==> src/rtl/jetp_pkg.sv <==
// Package with shared constants and types of the Julia escape-time pixel unit.
`timescale 1ns / 1ps
`default_nettype none
package jetp_pkg;

  localparam int unsigned MaxIterDef   = 250;
  localparam int unsigned ImgHeightDef = 800;
  localparam int unsigned ImgWidthDef  = 800;

  localparam int unsigned FracBits = 28;
  localparam int unsigned ZW       = 32;
  localparam int unsigned CW       = 30;
  localparam int unsigned OffW     = 13;
  localparam int unsigned CoordW   = 10;
  localparam int unsigned DivisW   = 14;
  localparam int unsigned MagW     = 14;
  localparam int unsigned MapDivW  = MagW + FracBits;
  localparam int unsigned CfgIdxW  = 3;
  localparam int unsigned CfgDataW = 30;

  localparam logic [CfgIdxW-1:0] RegCReal  = 3'd0;
  localparam logic [CfgIdxW-1:0] RegCImag  = 3'd1;
  localparam logic [CfgIdxW-1:0] RegOffX   = 3'd2;
  localparam logic [CfgIdxW-1:0] RegOffY   = 3'd3;
  localparam logic [CfgIdxW-1:0] RegSat    = 3'd4;
  localparam logic [CfgIdxW-1:0] RegVal    = 3'd5;

  localparam logic [CW-1:0] CRealRst = 30'd76504105;
  localparam logic [CW-1:0] CImagRst = 30'd2684355;
  localparam logic [7:0]    SatRst   = 8'd150;
  localparam logic [7:0]    ValRst   = 8'd150;

  typedef struct packed {
    logic signed [ZW-1:0] zr;
    logic signed [ZW-1:0] zi;
  } start_t;

  typedef struct packed {
    logic signed [CW-1:0] c_real;
    logic signed [CW-1:0] c_imag;
    logic [7:0]           sat;
    logic [7:0]           val;
  } back_cfg_t;

endpackage
`default_nettype wire

==> src/rtl/jetp_fifo.sv <==
// Two-entry queue of start points between the front and back ends.
`timescale 1ns / 1ps
`default_nettype none
module jetp_fifo import jetp_pkg::*; (
  input  wire logic clk_i,
  input  wire logic rst_ni,
  input  wire logic push_i,
  input  start_t    push_data_i,
  output logic      full_o,
  input  wire logic pop_i,
  output start_t    pop_data_o,
  output logic      empty_o
);
  start_t     mem [2];
  logic       wp_q, rp_q;
  logic [1:0] cnt_q;

  always_ff @(posedge clk_i) begin
    if (push_i) begin
      mem[wp_q] <= push_data_i;
    end
  end

  always_ff @(posedge clk_i or negedge rst_ni) begin
    if (!rst_ni) begin
      wp_q  <= 1'b0;
      rp_q  <= 1'b0;
      cnt_q <= '0;
    end else begin
      if (push_i) begin
        wp_q <= ~wp_q;
      end
      if (pop_i) begin
        rp_q <= ~rp_q;
      end
      cnt_q <= cnt_q + 2'(push_i) - 2'(pop_i);
    end
  end

  assign pop_data_o = mem[rp_q];
  assign full_o     = (cnt_q == 2'd2);
  assign empty_o    = (cnt_q == 2'd0);
endmodule
`default_nettype wire

==> config.mk <==
export PLATFORM = sky130hd
export DESIGN_NAME = jetp_fifo
export DESIGN_NICKNAME = d
export VERILOG_FILES = /design/src/rtl/jetp_pkg.sv /design/src/rtl/jetp_fifo.sv
export SDC_FILE = /design/constraint.sdc
export NUM_CORES = 1
export LEC_CHECK = 0
export BUFFER_PORTS_ARGS = -buffer_cell sky130_fd_sc_hd__buf_2
export CELL_PAD_IN_SITES_DETAIL_PLACEMENT = 0
export CELL_PAD_IN_SITES_GLOBAL_PLACEMENT = 1
export CORE_MARGIN = 3
export CORE_UTILIZATION = 48
export DETAILED_ROUTE_END_ITERATION = 12
export PLACE_DENSITY_LB_ADDON = 0.1
export SYNTH_ARGS = -nofsm -noshare
export SYNTH_HDL_FRONTEND = slang
export SYNTH_SLANG_ARGS = --single-unit
==> constraint.sdc <==
create_clock -name clk_i -period 7.1 [get_ports clk_i]
set_input_delay 2.13 -clock clk_i [delete_from_list [all_inputs] [get_ports clk_i]]
set_output_delay 2.13 -clock clk_i [all_outputs]
set_load 0.02 [all_outputs]
==> reports/results.tsv <==
stage	metric	value	unit
clock_tree	htree_levels	4	
run	maxCapViolCount	0	
pwr	p_clk_frac	0.280	
synthesis	netlist.area_leader.share	0.766	
clock_tree	cts-resized-gates	0	
synthesis	yosysMostFrequentCell	edfxtp_1	
sta	period_minus_slack	4.42	ns
final_layout	fillCellCount	713	
synthesis	synth_fp_nets	284	
synthesis	synth_top_family_by_area	multiplexers	
min_path	whs_path_depth	1	
synthesis	async_flop_share	0.0303	
sta	slew_viol_final	0	
synthesis	synthFlopType	edfxtp_1	
critical_path	crit_path_start	rp_q$_DFFE_PN0P_	
min_path	min_path_type	register to register	
synthesis	synth_compound_area_frac	0	
placed_design	io_buffer_count	133	
pwr	power.share.sequential	0.429	
grt	grt_pass1_wl	12900	um
grt	grt_pass1_vias	2466	
drt	drtIter0Drc	109	
critical_path	r2r_end	mem[0][6]$_DFFE_PP_	
synthesis	yosysSeqAreaShare	0.785	
min_path	whs_endpoint	wp_q$_DFFE_PN0P_	
synthesis	synth-seq-cells	132	
sta	rsz0062_at_grt	no	
clock_tree	clock_path_buffers	2	
critical_path	crit_family	flip-flops	
critical_path	r2r_cells	2	
die	dieHeight	108	um
pwr	p_int	1920	uW
drt	drt-wirelength-per-cell	16.7	um
drt	drtAntennaViolNets	0	
sta	maxSlewHeadroom	0.236	
drt	routed_wl	8460	um
sta	min_period_over_period	0.622	
synthesis	syn_area	0.00502	mm^2
grt	grt_usage	0.151	
clock_tree	cts_sinks	132	
clock_tree	clkTransAtPathRegs	0.05	ns
die	rows	36	
sta	clock_skew	0.00883	ns
drt	route.detailed.drc	0	
die	start_util	0.504	
pwr	p_switching	810	uW
placed_design	dp_hpwl	5450	um
outcome	status	finished clean	
die	design.core.area	0.00995	mm^2
placed_design	dp_cells	475	
critical_path	required	4.97	ns
min_path	min-delay-start	wp_q$_DFFE_PN0P_	
synthesis	syn-mean-instance-area	23.5	um^2
critical_path	crit_path_end_kind	output port	
critical_path	r2r-start	wp_q$_DFFE_PN0P_	
critical_path	cp_slowest_cell	dfrtp_4	
sta	setup_viol	0	
critical_path	cp.buffers_inverters	1	
die	die_area	0.0117	mm^2
synthesis	synth.mux.area_fraction	0.181	
critical_path	crit_type	register to output port	
sta	finalHoldViolations	0	
clock_tree	cts-root-buf	clkbuf_8	
drt	viasPerCell	4.72	
final_layout	stdcell_count	507	
drt	drt_pass1_iterations	4	
final_layout	multi_input_comb_area	0.00101	mm^2
die	io_pins	134	
final_layout	fin_nets	431	
critical_path	r2r_setup_slack	5.18	ns
synthesis	ys_types	13	
pwr	p_comb_frac	0.290	
critical_path	slowest_delay	1.18	ns
critical_path	worstPathMaxFanout	65	
placed_design	gp_congestion	0.711	
sta	worstMarginPinSlew	1.15	ns
final_layout	fin_util	0.636	
final_layout	n_antenna_cell	0	
die	die_x	108	um
pwr	p_sw_frac	0.296	
clock_tree	post_cts_buffers	0	
synthesis	yosys-top-cells-count	edfxtp_1 (128), mux2_4 (50), mux2_2 (14)	
synthesis	synth-xor-area-share	0.00822	
synthesis	synth_cells	214	
synthesis	synth_warnings	0	
pwr	p_leak	0.00257	uW
grt	grt_max_degree	66	
clock_tree	cts_buffers	17	
critical_path	critPathLaunchType	register	
synthesis	yosysTopAreaCell	edfxtp_1	
final_layout	drive_above_1_share	0.596	
clock_tree	clk-insertion-delay-late	0.50	ns
final_layout	regArea	0.00395	mm^2
clock_tree	cts_tree	done	
drt	vias	2392	
clock_tree	holdBufCountCts	0	
critical_path	crit_arrival	2.29	ns
final_layout	area_delta_synth_final	26.1	%
critical_path	path_cells	mux2_2 > buf_2	
pwr	power_density	431	mW/mm^2
grt	antenna_found_initial	0	
synthesis	synth_edf_count	128	
synthesis	yosys.area_share.simple	0.00449	
sta	max_freq	226	MHz
synthesis	synth.area.top_cells	edfxtp_1 (77%), mux2_4 (15%), mux2_2 (3.1%)	
sta	final.setup.tns	0	ns
grt	gr-total-overflow	0	
pwr	max-vdd-ir-drop	0.000231	V
synthesis	yosys.area_share.adder	0.00498	
## flip-flops by register name, summed over array words and instances (netlist names)
| register | count |
|---|---|
| cnt_q | 2 |
| mem | 128 |
| rp_q | 1 |
| wp_q | 1 |
## power by group through the flow
stage          Combinational [uW]  Clock (uW)  Sequential (uW)
2_1_floorplan                 683           0             1090
3_3_place_gp                  801           0             1190
3_5_place_dp                  805           0             1190
4_1_cts                       810         787             1180
5_1_grt                       845         821             1200
6_report                      794         766             1170
## cell families after synthesis
group / after synthesis
xor+xnor: 3
fa+ha+maj: 2
buf+inv: 9
flops: 132
mux: 64
simple gates: 4
## worst register-to-register path: stages, from the launching register on
cell and delay [ns]:
dfrtp_1 0.42, nor2b_4 0.49, buf_4 0.63
## worst max path at each step
stage	end	slack, ns	cells past startpoint
finish	pop_data_o[63]	2.68	2
global route	pop_data_o[63]	2.54	2
CTS	pop_data_o[63]	2.62	2
detailed placement	pop_data_o[63]	3.17	2
global placement	pop_data_o[63]	3.19	2
floorplan	mem[0][0]$_DFFE_PP_	1.66	1
## final cells by class
| cell class | count | share of cell area |
|---|---|---|
| Inverter | 2 | 0.00119 |
| Clock inverter | 7 | 0.0128 |
| Timing Repair Buffer | 135 | 0.107 |
| Sequential cell | 132 | 0.623 |
| Clock buffer | 25 | 0.0701 |
| Multi-Input combinational cell | 73 | 0.159 |
| Tap cell | 133 | 0.0263 |
## per-stage QoR
| step | hold WS (ns) | worst slack [ns] | total power (uW) | cell area [um^2] |
|---|---|---|---|---|
| finish | 0.544 | 2.68 | 2730 | 6330 |
| global route | 0.562 | 2.54 | 2860 | 6330 |
| CTS | 0.541 | 2.62 | 2780 | 6330 |
| detailed placement | 0.530 | 3.17 | 2000 | 5810 |
| global placement | 0.521 | 3.19 | 1990 | 5810 |
| floorplan | 0.455 | 1.66 | 1770 | 5020 |
## cells in the final DEF, fill, tap and decap left out, types with 3 or more instances in the layout
cell       instances
buf_2            133
edfxtp_1         128
mux2_4            50
clkbuf_16         16
mux2_2            14
clkbuf_1           8
clkinv_1           3
dfrtp_1            3
## routing by layer
layer	global-route usage	routed length, um
met1	0.184	3500
met3	0.0812	701
met2	0.232	4150
met5	0	0
met4	0.0505	102
No activity file was read; power rests on OpenSTA's default activity.
