<file path="src/rtl/jetp_pkg.sv">
// Package with shared constants and types of the Julia escape-time pixel unit.
`timescale 1ns / 1ps
`default_nettype none
package jetp_pkg;

  localparam int unsigned MaxIterDef   = 250;
  localparam int unsigned ImgHeightDef = 800;
  localparam int unsigned ImgWidthDef  = 800;

  localparam int unsigned FracBits = 28;
  localparam int unsigned ZW       = 32;
  localparam int unsigned CW       = 30;
  localparam int unsigned OffW     = 13;
  localparam int unsigned CoordW   = 10;
  localparam int unsigned DivisW   = 14;
  localparam int unsigned MagW     = 14;
  localparam int unsigned MapDivW  = MagW + FracBits;
  localparam int unsigned CfgIdxW  = 3;
  localparam int unsigned CfgDataW = 30;

  localparam logic [CfgIdxW-1:0] RegCReal  = 3'd0;
  localparam logic [CfgIdxW-1:0] RegCImag  = 3'd1;
  localparam logic [CfgIdxW-1:0] RegOffX   = 3'd2;
  localparam logic [CfgIdxW-1:0] RegOffY   = 3'd3;
  localparam logic [CfgIdxW-1:0] RegSat    = 3'd4;
  localparam logic [CfgIdxW-1:0] RegVal    = 3'd5;

  localparam logic [CW-1:0] CRealRst = 30'd76504105;
  localparam logic [CW-1:0] CImagRst = 30'd2684355;
  localparam logic [7:0]    SatRst   = 8'd150;
  localparam logic [7:0]    ValRst   = 8'd150;

  typedef struct packed {
    logic signed [ZW-1:0] zr;
    logic signed [ZW-1:0] zi;
  } start_t;

  typedef struct packed {
    logic signed [CW-1:0] c_real;
    logic signed [CW-1:0] c_imag;
    logic [7:0]           sat;
    logic [7:0]           val;
  } back_cfg_t;

endpackage
`default_nettype wire

</file>
<file path="src/rtl/jetp_div.sv">
// Restoring divider that produces one quotient bit per cycle.
`timescale 1ns / 1ps
`default_nettype none
module jetp_div #(
  parameter int unsigned DW = 42,
  parameter int unsigned SW = 14
) (
  input  wire logic          clk_i,
  input  wire logic          rst_ni,
  input  wire logic          start_i,
  input  wire logic [DW-1:0] dividend_i,
  input  wire logic [SW-1:0] divisor_i,
  output logic               done_o,
  output logic [DW-1:0]      quot_o
);
  localparam int unsigned CntW = $clog2(DW + 1);

  logic [DW-1:0]   acc_q, acc_d;
  logic [SW:0]     rem_q, rem_d;
  logic [SW-1:0]   dvs_q, dvs_d;
  logic [CntW-1:0] cnt_q, cnt_d;
  logic            run_q, run_d;
  logic            done_q, done_d;
  logic [SW:0]     trial;
  logic            fits;

  always_comb begin
    trial  = {rem_q[SW-1:0], acc_q[DW-1]};
    fits   = trial >= {1'b0, dvs_q};
    acc_d  = acc_q;
    rem_d  = rem_q;
    dvs_d  = dvs_q;
    cnt_d  = cnt_q;
    run_d  = run_q;
    done_d = 1'b0;
    if (start_i) begin
      acc_d = dividend_i;
      rem_d = '0;
      dvs_d = divisor_i;
      cnt_d = CntW'(DW);
      run_d = 1'b1;
    end else if (run_q) begin
      rem_d = fits ? (trial - {1'b0, dvs_q}) : trial;
      acc_d = {acc_q[DW-2:0], fits};
      cnt_d = cnt_q - 1'b1;
      if (cnt_q == CntW'(1)) begin
        run_d  = 1'b0;
        done_d = 1'b1;
      end
    end
  end

  always_ff @(posedge clk_i or negedge rst_ni) begin
    if (!rst_ni) begin
      run_q  <= 1'b0;
      done_q <= 1'b0;
      cnt_q  <= '0;
    end else begin
      run_q  <= run_d;
      done_q <= done_d;
      cnt_q  <= cnt_d;
    end
  end

  always_ff @(posedge clk_i) begin
    acc_q <= acc_d;
    rem_q <= rem_d;
    dvs_q <= dvs_d;
  end

  assign done_o = done_q;
  assign quot_o = acc_q;
endmodule
`default_nettype wire

</file>
<file path="src/rtl/jetp_front.sv">
// Front end: accepts pixels and maps them to complex start points.
`timescale 1ns / 1ps
`default_nettype none
module jetp_front import jetp_pkg::*; #(
  parameter int unsigned IMG_HEIGHT = ImgHeightDef,
  parameter int unsigned IMG_WIDTH  = ImgWidthDef
) (
  input  wire logic                   clk_i,
  input  wire logic                   rst_ni,
  input  wire logic                   in_valid_i,
  output logic                        in_ready_o,
  input  wire logic [CoordW-1:0]      row_i,
  input  wire logic [CoordW-1:0]      col_i,
  input  wire logic signed [OffW-1:0] offset_x_i,
  input  wire logic signed [OffW-1:0] offset_y_i,
  output logic                        push_o,
  output start_t                      push_data_o,
  input  wire logic                   full_i
);
  typedef enum logic [2:0] {
    F_IDLE = 3'b001,
    F_DIV  = 3'b010,
    F_PUSH = 3'b100
  } fstate_e;

  fstate_e             state_q, state_d;
  logic [CoordW-1:0]   row_q, row_d, col_q, col_d;
  logic                sel_q, sel_d, start_q, start_d;
  logic signed [ZW-1:0] zr_q, zr_d, zi_q, zi_d;

  logic signed [14:0]  img, off_s, lim, offc, dval;
  logic signed [15:0]  num;
  logic                neg;
  logic [15:0]         mag16;
  logic [DivisW-1:0]   divisor;
  logic [MapDivW-1:0]  dividend, quot;
  logic                div_done;
  logic [ZW-1:0]       sat_val;

  always_comb begin
    img      = sel_q ? 15'(IMG_HEIGHT) : 15'(IMG_WIDTH);
    off_s    = sel_q ? 15'(offset_x_i) : 15'(offset_y_i);
    lim      = img - 15'sd2;
    offc     = (off_s > lim) ? lim : off_s;
    dval     = img - offc;
    num      = 16'(2 * $signed({1'b0, sel_q ? row_q : col_q})) - 16'(dval);
    neg      = num[15];
    mag16    = neg ? 16'(-num) : 16'(num);
    divisor  = dval[DivisW-1:0];
    dividend = {mag16[MagW-1:0], {FracBits{1'b0}}};
    if (neg) begin
      sat_val = (quot > MapDivW'(64'h8000_0000)) ? 32'h8000_0000 : 32'(-quot[ZW-1:0]);
    end else begin
      sat_val = (quot >= MapDivW'(64'h8000_0000)) ? 32'h7FFF_FFFF : quot[ZW-1:0];
    end
  end

  jetp_div #(.DW(MapDivW), .SW(DivisW)) u_div (
    .clk_i      (clk_i),
    .rst_ni     (rst_ni),
    .start_i    (start_q),
    .dividend_i (dividend),
    .divisor_i  (divisor),
    .done_o     (div_done),
    .quot_o     (quot)
  );

  always_comb begin
    state_d = state_q;
    row_d   = row_q;
    col_d   = col_q;
    sel_d   = sel_q;
    start_d = 1'b0;
    zr_d    = zr_q;
    zi_d    = zi_q;
    push_o  = 1'b0;
    unique case (state_q)
      F_IDLE: begin
        if (in_valid_i) begin
          row_d   = row_i;
          col_d   = col_i;
          sel_d   = 1'b0;
          start_d = 1'b1;
          state_d = F_DIV;
        end
      end
      F_DIV: begin
        if (div_done) begin
          if (!sel_q) begin
            zr_d    = sat_val;
            sel_d   = 1'b1;
            start_d = 1'b1;
          end else begin
            zi_d    = sat_val;
            state_d = F_PUSH;
          end
        end
      end
      F_PUSH: begin
        if (!full_i) begin
          push_o  = 1'b1;
          state_d = F_IDLE;
        end
      end
      default: state_d = F_IDLE;
    endcase
  end

  always_ff @(posedge clk_i or negedge rst_ni) begin
    if (!rst_ni) begin
      state_q <= F_IDLE;
      start_q <= 1'b0;
      sel_q   <= 1'b0;
    end else begin
      state_q <= state_d;
      start_q <= start_d;
      sel_q   <= sel_d;
    end
  end

  always_ff @(posedge clk_i) begin
    row_q <= row_d;
    col_q <= col_d;
    zr_q  <= zr_d;
    zi_q  <= zi_d;
  end

  assign in_ready_o     = (state_q == F_IDLE);
  assign push_data_o.zr = zr_q;
  assign push_data_o.zi = zi_q;
endmodule
`default_nettype wire

</file>
<file path="config.mk">
export PLATFORM = sky130hd
export DESIGN_NAME = jetp_front
export DESIGN_NICKNAME = d
export VERILOG_FILES = /design/src/rtl/jetp_pkg.sv /design/src/rtl/jetp_div.sv /design/src/rtl/jetp_front.sv
export SDC_FILE = /design/constraint.sdc
export NUM_CORES = 1
export LEC_CHECK = 0
export BUFFER_PORTS_ARGS = -buffer_cell sky130_fd_sc_hd__clkbuf_2
export CAP_MARGIN = 40
export CORE_MARGIN = 1.5
export CORE_UTILIZATION = 50
export CTS_BUF_LIST = sky130_fd_sc_hd__clkbuf_4 sky130_fd_sc_hd__clkbuf_8
export DETAILED_ROUTE_END_ITERATION = 7
export PLACE_DENSITY = 0.7
export SLEW_MARGIN = 10
export SYNTH_ARGS = -nofsm -noshare
export SYNTH_HDL_FRONTEND = slang
export SYNTH_SLANG_ARGS = --single-unit
</file>
<file path="constraint.sdc">
create_clock -name clk_i -period 13.5 [get_ports clk_i]
set_clock_uncertainty 0.05 [all_clocks]
set_input_delay 0.675 -clock clk_i [delete_from_list [all_inputs] [get_ports clk_i]]
set_output_delay 0.675 -clock clk_i [all_outputs]
set_load 0.02 [all_outputs]
</file>
==> results of run 1 <==
## kinds of logic (layout without fill, tap and decap cells)
| group | count (synthesis) | count (layout) | synth area share |
|---|---|---|---|
| AND/OR/NAND/NOR | 309 | 309 | 0.164 |
| AO/OA/AOI/OAI | 200 | 200 | 0.158 |
| flip-flops | 167 | 167 | 0.491 |
| buffers and inverters | 95 | 214 | 0.0426 |
| XOR/XNOR | 50 | 50 | 0.0475 |
| multiplexers | 48 | 48 | 0.0537 |
| adder cells (fa/ha/maj) | 31 | 31 | 0.0429 |
## cell usage in the layout, fill, tap and decap left out, types with 11 or more instances in the layout
master	Yosys	final
clkbuf_8	0	17
xnor2_1	31	31
nor2b_1	16	16
a22o_1	14	14
ha_1	30	30
or3_1	12	12
o311ai_0	12	12
dfxtp_1	42	42
a21oi_1	39	39
a211oi_1	13	13
mux2i_1	36	36
clkbuf_2	1	115
inv_1	54	54
nor2_1	119	119
xor2_1	19	19
mux2_2	12	12
nand3_1	24	24
edfxtp_1	112	112
o21ai_0	51	51
a21o_1	11	11
nand2_1	45	45
nor3_1	35	33
## worst max-delay path by stage
| stage | cells past startpoint | slack (ns) | to | from |
|---|---|---|---|---|
| 4_1_cts | 26 | 6.31 | zr_q[24] | sel_q |
| 3_5_place_dp | 26 | 6.33 | zi_q[24] | offset_y_i[4] |
| 2_1_floorplan | 25 | 7.43 | u_div.quot_o[40] | sel_q |
| 3_3_place_gp | 23 | 6.29 | zi_q[9] | offset_y_i[4] |
| 6_report | 26 | 6.31 | zr_q[24] | sel_q |
| 5_1_grt | 25 | 5.79 | zr_q[22] | sel_q |
## registers in the layout, indices dropped and copies added, names as in the netlist
name / cells
u_div.quot_o: 42
u_div.cnt_q: 6
start_q: 1
state_q: 3
row_q: 10
u_div.done_o: 1
sel_q: 1
u_div.rem_q: 14
col_q: 10
zi_q: 32
u_div.dvs_q: 14
u_div.run_q: 1
zr_q: 32
## power by group
| group | switching [uW] | internal, uW | leakage (uW) |
|---|---|---|---|
| Clock | 217 | 142 | 0.000204 |
| Sequential | 0 | 542 | 0.00157 |
| Combinational | 71.3 | 46.4 | 0.00244 |
## per-stage QoR
step | power [uW] | cells | util
3_5_place_dp | 671 | 1216 | 0.557
2_1_floorplan | 637 | 900 | -
4_1_cts | 1030 | 1248 | 0.580
3_3_place_gp | 664 | 1212 | 0.553
6_report | 1020 | 1248 | 0.580
5_1_grt | 1060 | 1248 | 0.580
## per-layer routing
metal,share of wire,global-route usage,routed length [um],up-vias
li1,-,-,-,3513
met1,0.48,0.296,9410,3290
met2,0.46,0.331,9040,199
met3,0.052,0.0404,1030,20
met4,0.013,0.0603,248,0
met5,0,0,0,-
## area by class of cell
cell class,count,share of cell area
multi-input cells,638,0.412
flip-flops and latches,167,0.434
clock inverters,15,0.0168
repair buffers,127,0.0682
clock buffers,17,0.0224
well taps,229,0.0274
inverters,55,0.0197
## synth_stat cells (8+ instances only)
cell type and number:
o311ai_0 12, clkbuf_1 29, a21oi_1 39, nor2b_1 16, ha_1 30, o21ai_0 51
a21o_1 11, mux2i_1 36, nor2_1 119, edfxtp_1 112, nand3_1 24, dfrtp_1 12
or3_1 12, nand2_1 45, a211oi_1 13, dfxtp_1 42, mux2_2 12, inv_1 54
nor3_1 35, a22o_1 14, xor2_1 19, xnor2_1 31, o311ai_2 8, or2_2 8
nand2b_1 10
## worst max-delay path, delay by kind of cell (launching register included)
family,cells,cell delay (ns)
adders and majority gates,3,1.07
DFF,1,0.34
and+or+nand+nor,8,2.02
buffers and inverters,4,1.03
xor gates and xnor gates,1,0.16
AOI/OAI and AO/OA,10,2.21
==> results.yml, run 1 <==
setup_path:
  r2r_cells: 26
  arrival_ns: 7.31
  slowest_delay_ns: 0.56
  cp.required_ns: 13.62
  path_max_fanout: 50
  worstSetupPathType: "reg2reg"
  endpoint_kind: "flip-flop"
  r2r_setup_slack_ns: 6.31
  crit_top_cell: "ha_1"
  rr_endpoint: "zr_q[24]"
  r2r_start: "sel_q"
  crit_path_start_kind: "flip-flop"
  crit_path_top_delay_cell: "or2_1"
routing:
  vias: 7022
  wirelength_mm: 19.7
  wire_per_inst_um: 15.8
  avgViaCountPerCell: 5.63
  drt.antenna.violating_nets: 0
  first_iter_violations: 413
  drc: 0
  dr.pass1.iters: 5
sta:
  holdWs_ns: 0.0302
  setup_tns_ns: 0
  finalCriticalPeriod_ns: 7.19
  rsz0062_at_grt: "false"
  setup_ws_ns: 6.31
  slew_headroom: 0.449
  finalSetupViolCount: 0
  maxSlewViolCount: 0
  timing.fmax_ghz: 0.139
  fin_crit_sh: 0.532
  hold_viol: 0
  tightest_slew_ns: 0.827
global_routing:
  track_usage: 0.210
  grt_max_degree: 79
  grt_pass1_vias: 6566
  antenna_found_initial: 0
  grt_pass1_wl_mm: 32.7
  gr-total-overflow: 0
die:
  start_util: 0.511
  dieArea_sq_um: 19300
  die_w_um: 139
  core-area_sq_um: 18000
  io_pins: 116
  dieHeight_um: 139
  rows: 49
final_layout:
  fillers: 1593
  drive_above_1_share: 0.206
  diodes: 0
  stdcell_area_sq_um: 10500
  multi_input_area_sq_um: 4310
  nets: 1087
  regArea_sq_um: 4530
  area_growth_pct: 13.4
clocking:
  cts_setup_buffers: 0
  cts-buffers-inserted: 17
  insertion_delay_ns: 0.46
  clk_pin_slew_ns: 0.11
  cts_resized: 0
  cts_hold_buf: 0
  cts.sinks: 167
  cts_tree: "built"
  cts_max_path_buffers: 2
  cts_root_buffer: "clkbuf_8"
  htree_num_levels: 4
placement:
  placed_area_sq_um: 10000
  gp_congestion: 0.889
  portBuffers: 115
  pre_cts_slack_ns: 6.33
  hpwl_mm: 13.9
power_and_ir_drop:
  peakVddDrop_uv: 61.0
  leakage_uw: 0.00421
  p_per_area_nw_per_um2: 97.5
logic_synthesis:
  ys_seq_elements: 167
  netlist_area_sq_um: 9220
  syn-instance-count: 900
  yosys_warnings: 0
  syn-num-nets: 981
  yosysSeqAreaShare: 0.491
  synth_top_area_cell: "edfxtp_1"
  synth.distinct_cells: 76
  synth_edf_count: 112
  async_reset_ff_frac: 0.0778
  synth_top_area_share: 0.365
  synth_ff_type: "edfxtp_1"
  synthTopCellsByArea: "edfxtp_1 36%, dfxtp_1 9.1%, nor2_1 4.8%"
  syn_avg_cell_area_sq_um: 10.2
flow_run:
  max-cap-violations: 0
run_status:
  status: "finished, final reports clean"
worst_hold_path:
  hp-class: "in2async"
No activity file was read; power rests on OpenSTA's default activity.
==> run 2: changes to the inputs <==
PLACE_DENSITY = 0.73   (was 0.7)
clock period = 5.9 ns   (was 13.5 ns; I/O delays follow)
==> results.yml, run 2 (synthesized netlist as in run 1, its figures left out) <==
run_status:
  status: "finished, final reports clean"
global_routing:
  track_usage: 0.215
  grt_pass1_wl_mm: 33.6
  grt_pass1_vias: 6822
  antenna_found_initial: 0
  grt_max_degree: 50
  gr-total-overflow: 0
die:
  dieHeight_um: 139
  die_w_um: 139
  start_util: 0.511
  core-area_sq_um: 18000
  rows: 49
  io_pins: 116
  dieArea_sq_um: 19300
sta:
  timing.fmax_ghz: 0.179
  maxSlewViolCount: 0
  slew_headroom: 0.414
  hold_viol: 0
  fin_crit_sh: 0.947
  finalCriticalPeriod_ns: 5.59
  tightest_slew_ns: 0.877
  finalSetupViolCount: 0
  setup_tns_ns: 0
final_layout:
  diodes: 0
  multi_input_area_sq_um: 4360
  nets: 1117
  stdcell_count: 1278
  final_cell_mix: "119 x nor2_1, 115 x clkbuf_2, 112 x edfxtp_1"
  regArea_sq_um: 4530
  fillers: 1524
  final_common_cell: "nor2_1"
  area_growth_pct: 16.3
  drive_above_1_share: 0.215
  largest_register_ffs: 42
power_and_ir_drop:
  leakage_uw: 0.00433
  p_per_area_nw_per_um2: 217
  peakVddDrop_uv: 146
setup_path:
  r2r_setup_slack_ns: 0.31
  crit_path_start_kind: "flip-flop"
  critical-path-top-delay-family: "compound AO/OA/AOI/OAI gates"
  worstSetupPathType: "reg2reg"
  crit_path_top_delay_cell: "dfrtp_2"
  cp.required_ns: 6.17
  slowest_delay_ns: 0.43
  crit_buf_inv: 2
  arrival_ns: 5.86
  path_max_fanout: 18
  crit_chain: "inv_2 > nor4_2 > o21ai_0 > a21o_1 > ha_2 > o31ai_4 > o21a_1 > ha_2 > nand2_1 > a31oi_1 > xnor2_1 > or2_2 > ha_4 > a21oi_1 > o31ai_1 > o21bai_2 > a31o_1 > a31o_1 > or3b_4 > o211ai_4 > or2_1 > buf_4 > or3b_1 > nand3_1"
  endpoint_kind: "flip-flop"
placement:
  portBuffers: 115
  gp_congestion: 0.947
  hpwl_mm: 14.2
  placed_cells: 1222
clocking:
  cts_root_buffer: "clkbuf_8"
  cts-buffers-inserted: 17
  clk_pin_slew_ns: 0.10
  insertion_delay_ns: 0.47
  cts.sinks: 167
  cts_tree: "built"
  htree_num_levels: 4
  cts_max_path_buffers: 2
flow_run:
  max-cap-violations: 0
routing:
  drt.antenna.violating_nets: 0
  first_iter_violations: 534
  wirelength_mm: 20.8
  drc: 0
  dr.pass1.iters: 7
  avgViaCountPerCell: 5.68
  vias: 7264
  wire_per_inst_um: 16.2
worst_hold_path:
  hp-class: "in2reg"
## run 2: cell types whose count changed in the layout (fill, tap and decap cells not counted), moves of 3 or more
| cell | before | now |
|---|---|---|
| ha_1 | 30 | 27 |
| buf_4 | 9 | 19 |
| o311ai_1 | 4 | 15 |
| inv_8 | 6 | 3 |
| dlygate4sd3_1 | 0 | 22 |
| o311ai_0 | 12 | 0 |
## run 2: stage by stage
| stage | util | total power (uW) | setup WS, ns | hold WS (ns) | area [sq um] |
|---|---|---|---|---|---|
| after floorplan | - | 1460 | 0.0794 | -0.0506 | 9220 |
| after global placement | 0.557 | 1530 | 0.233 | 0.181 | 10000 |
| after detailed placement | 0.557 | 1530 | 0.0440 | 0.186 | 10000 |
| final | 0.595 | 2330 | 0.312 | 0.124 | 10700 |
| after global routing | 0.595 | 2410 | -0.00553 | 0.146 | 10700 |
| after CTS | 0.591 | 2330 | 0.00755 | 0.109 | 10700 |
## run 2: power by group
part / total (uW) / switching [uW] / internal (uW)
clock: 798 / 482 / 316
combinational: 289 / 173 / 116
sequential: 1240 / 0 / 1240
## run 2: path summary, 6_finish.rpt
check                           cells after the start               to            start
worst max-delay path                               24         zr_q[29]            sel_q
worst min-delay path                                4       state_q[1]       in_valid_i
worst max register to register                     24         zr_q[29]            sel_q
worst min register to register                      2  u_div.rem_q[13]  u_div.rem_q[13]
max in group asynchronous                           2       state_q[0]           rst_ni
min in group asynchronous                           2   u_div.cnt_q[0]           rst_ni
## run 2: tightest hold or removal path: cells and delay by family
| kind | cells | cell delay [ns] |
|---|---|---|
| AND/OR/NAND/NOR | 2 | 0.18 |
| buffers and inverters | 1 | 0.08 |
| AO/OA/AOI/OAI | 1 | 0.06 |
## run 2: layout make-up
type,count,share of cell area
clock buffers,17,0.0218
repair buffers,156,0.0875
clock inverters,15,0.0148
well taps,229,0.0267
flip-flops and latches,167,0.423
inverters,55,0.0193
multi-input cells,639,0.407
## run 2: routing by layer
layer | share of wire | global-route usage | up-vias | routed length, um
li1 | - | - | 3582 | -
met1 | 0.46 | 0.287 | 3453 | 9510
met2 | 0.47 | 0.354 | 202 | 9840
met3 | 0.047 | 0.0376 | 27 | 980
met4 | 0.020 | 0.0757 | 0 | 422
met5 | 0 | 0 | - | 0
## run 2: what timing repair did
item / CTS / global route
hold buffers: 22 / 0
endpoints found under the setup margin: 2 / 75
cloned: 0 / 1
pin swaps: 0 / 2
gates resized for setup: 1 / 21
hold endpoints to repair: 34 / 0
setup buffers: 0 / 1
==> run 3: changes to the inputs <==
PLACE_DENSITY = 0.7   (was 0.73)
clock period = 5.2 ns   (was 5.9 ns; I/O delays follow)
==> results.yml, run 3 (synthesized netlist as in run 1, its figures left out) <==
run_status:
  status: "finished, final reports clean"
clocking:
  cts_root_buffer: "clkbuf_8"
  cts.sinks: 167
  cts_max_path_buffers: 2
  clk_pin_slew_ns: 0.09
  insertion_delay_ns: 0.47
  cts-buffers-inserted: 17
  htree_num_levels: 4
  cts_tree: "built"
placement:
  placed_area_sq_um: 10400
  gp_congestion: 0.910
  hpwl_mm: 14.6
  pre_cts_slack_ns: 0.0924
  placed_cells: 1247
  portBuffers: 115
die:
  core-area_sq_um: 18000
  dieArea_sq_um: 19300
  rows: 49
  die_w_um: 139
  io_pins: 116
  start_util: 0.511
  dieHeight_um: 139
setup_path:
  crit_path_top_delay_cell: "or4_4"
  endpoint_kind: "flip-flop"
  worstSetupPathType: "reg2reg"
  slowest_delay_ns: 0.58
  r2r_setup_slack_ns: 0.20
  rr_endpoint: "u_div.quot_o[40]"
  crit_buf_inv: 0
  crit_chain: "nor4_2 > o21ai_1 > a21o_1 > ha_4 > o31ai_4 > o21a_1 > ha_4 > a21oi_4 > a31oi_2 > xnor2_1 > or2_4 > ha_4 > a21oi_2 > o31ai_1 > o21bai_2 > a31o_1 > a31o_4 > xnor2_2 > or4_4 > o31ai_4 > xnor2_1 > a22o_1"
  critical-path-top-delay-family: "compound AO/OA/AOI/OAI gates"
  cp.required_ns: 5.38
  path_max_fanout: 7
  crit_path_start_kind: "flip-flop"
  r2r_start: "sel_q"
  arrival_ns: 5.18
  crit_top_cell: "ha_4"
  r2r_cells: 22
global_routing:
  grt_max_degree: 54
  grt_pass1_wl_mm: 34.3
  track_usage: 0.220
  gr-total-overflow: 0
  antenna_found_initial: 0
  grt_pass1_vias: 6858
sta:
  finalSetupViolCount: 0
  tightest_slew_ns: 0.621
  setup_ws_ns: 0.205
  maxSlewViolCount: 0
  fin_crit_sh: 0.961
  finalCriticalPeriod_ns: 5.00
  hold_viol: 0
  timing.fmax_ghz: 0.200
  slew_headroom: 0.586
  rsz0062_at_grt: "true"
flow_run:
  max-cap-violations: 0
final_layout:
  final_cell_mix: "117 x nor2_1, 115 x clkbuf_2, 112 x edfxtp_1"
  drive_above_1_share: 0.249
  final_util: 0.618
  fillers: 1491
  area_growth_pct: 20.8
  diodes: 0
  nets: 1142
  stdcell_area_sq_um: 11100
  final_common_cell: "nor2_1"
  largest_register_ffs: 42
  stdcell_count: 1303
power_and_ir_drop:
  p_per_area_nw_per_um2: 247
  peakVddDrop_uv: 285
  power.total_uw: 2750
  leakage_uw: 0.00452
routing:
  drc: 0
  drt.antenna.violating_nets: 0
  wirelength_mm: 21.0
  vias: 7215
  avgViaCountPerCell: 5.54
  wire_per_inst_um: 16.1
  first_iter_violations: 449
  dr.pass1.iters: 5
worst_hold_path:
  holdPathEnd: "state_q[1]"
  hold_start: "in_valid_i"
  min_path_cells: 4
  hp-class: "in2reg"
## run 3: what timing repair did
action,4_1_cts,5_1_grt
endpoints found under the setup margin,0,73
gates resized for setup,0,31
hold endpoints to repair,35,0
setup buffers,0,1
hold buffers,22,0
## run 3: how the worst max path moves through the flow
stage                from               end  cells after the start
floorplan           sel_q  u_div.quot_o[40]                     25
global placement    sel_q           zr_q[7]                     21
detailed placement  sel_q           zr_q[7]                     22
CTS                 sel_q           zr_q[7]                     22
global route        sel_q  u_div.quot_o[40]                     24
finish              sel_q  u_div.quot_o[40]                     22
## run 3: cell type report
class	instances	area, sq um	area share
clock buffers	18	241	0.0217
multi-input cells	638	4520	0.406
well taps	229	287	0.0257
repair buffers	182	1180	0.106
flip-flops and latches	167	4530	0.407
clock inverters	14	163	0.0146
inverters	55	206	0.0185
## run 3: stage by stage
step           hold slack (ns)  setup TNS [ns]
2_1_floorplan          -0.0856               0
3_3_place_gp             0.147               0
3_5_place_dp             0.141               0
4_1_cts                 0.0718               0
5_1_grt                  0.159         -0.0334
6_report                 0.146               0
## run 3: where the power goes
| part | switching [uW] | leakage (uW) | internal [uW] |
|---|---|---|---|
| registers | 0 | 0.00156 | 1410 |
| logic | 210 | 0.00275 | 176 |
| clock network | 506 | 0.000205 | 446 |
## run 3: layer usage
metal / global-route usage / routed length, um / up-vias
li1: - / - / 3617
met1: 0.306 / 10200 / 3380
met2: 0.354 / 9650 / 198
met3: 0.0439 / 902 / 20
met4: 0.0570 / 316 / 0
met5: 0 / 0 / -
## run 3: tightest hold or removal path: cells and delay by family
| kind | cells | cell delay, ns |
|---|---|---|
| buffers and inverters | 1 | 0.09 |
| AOI/OAI and AO/OA | 1 | 0.05 |
| and+or+nand+nor | 2 | 0.22 |
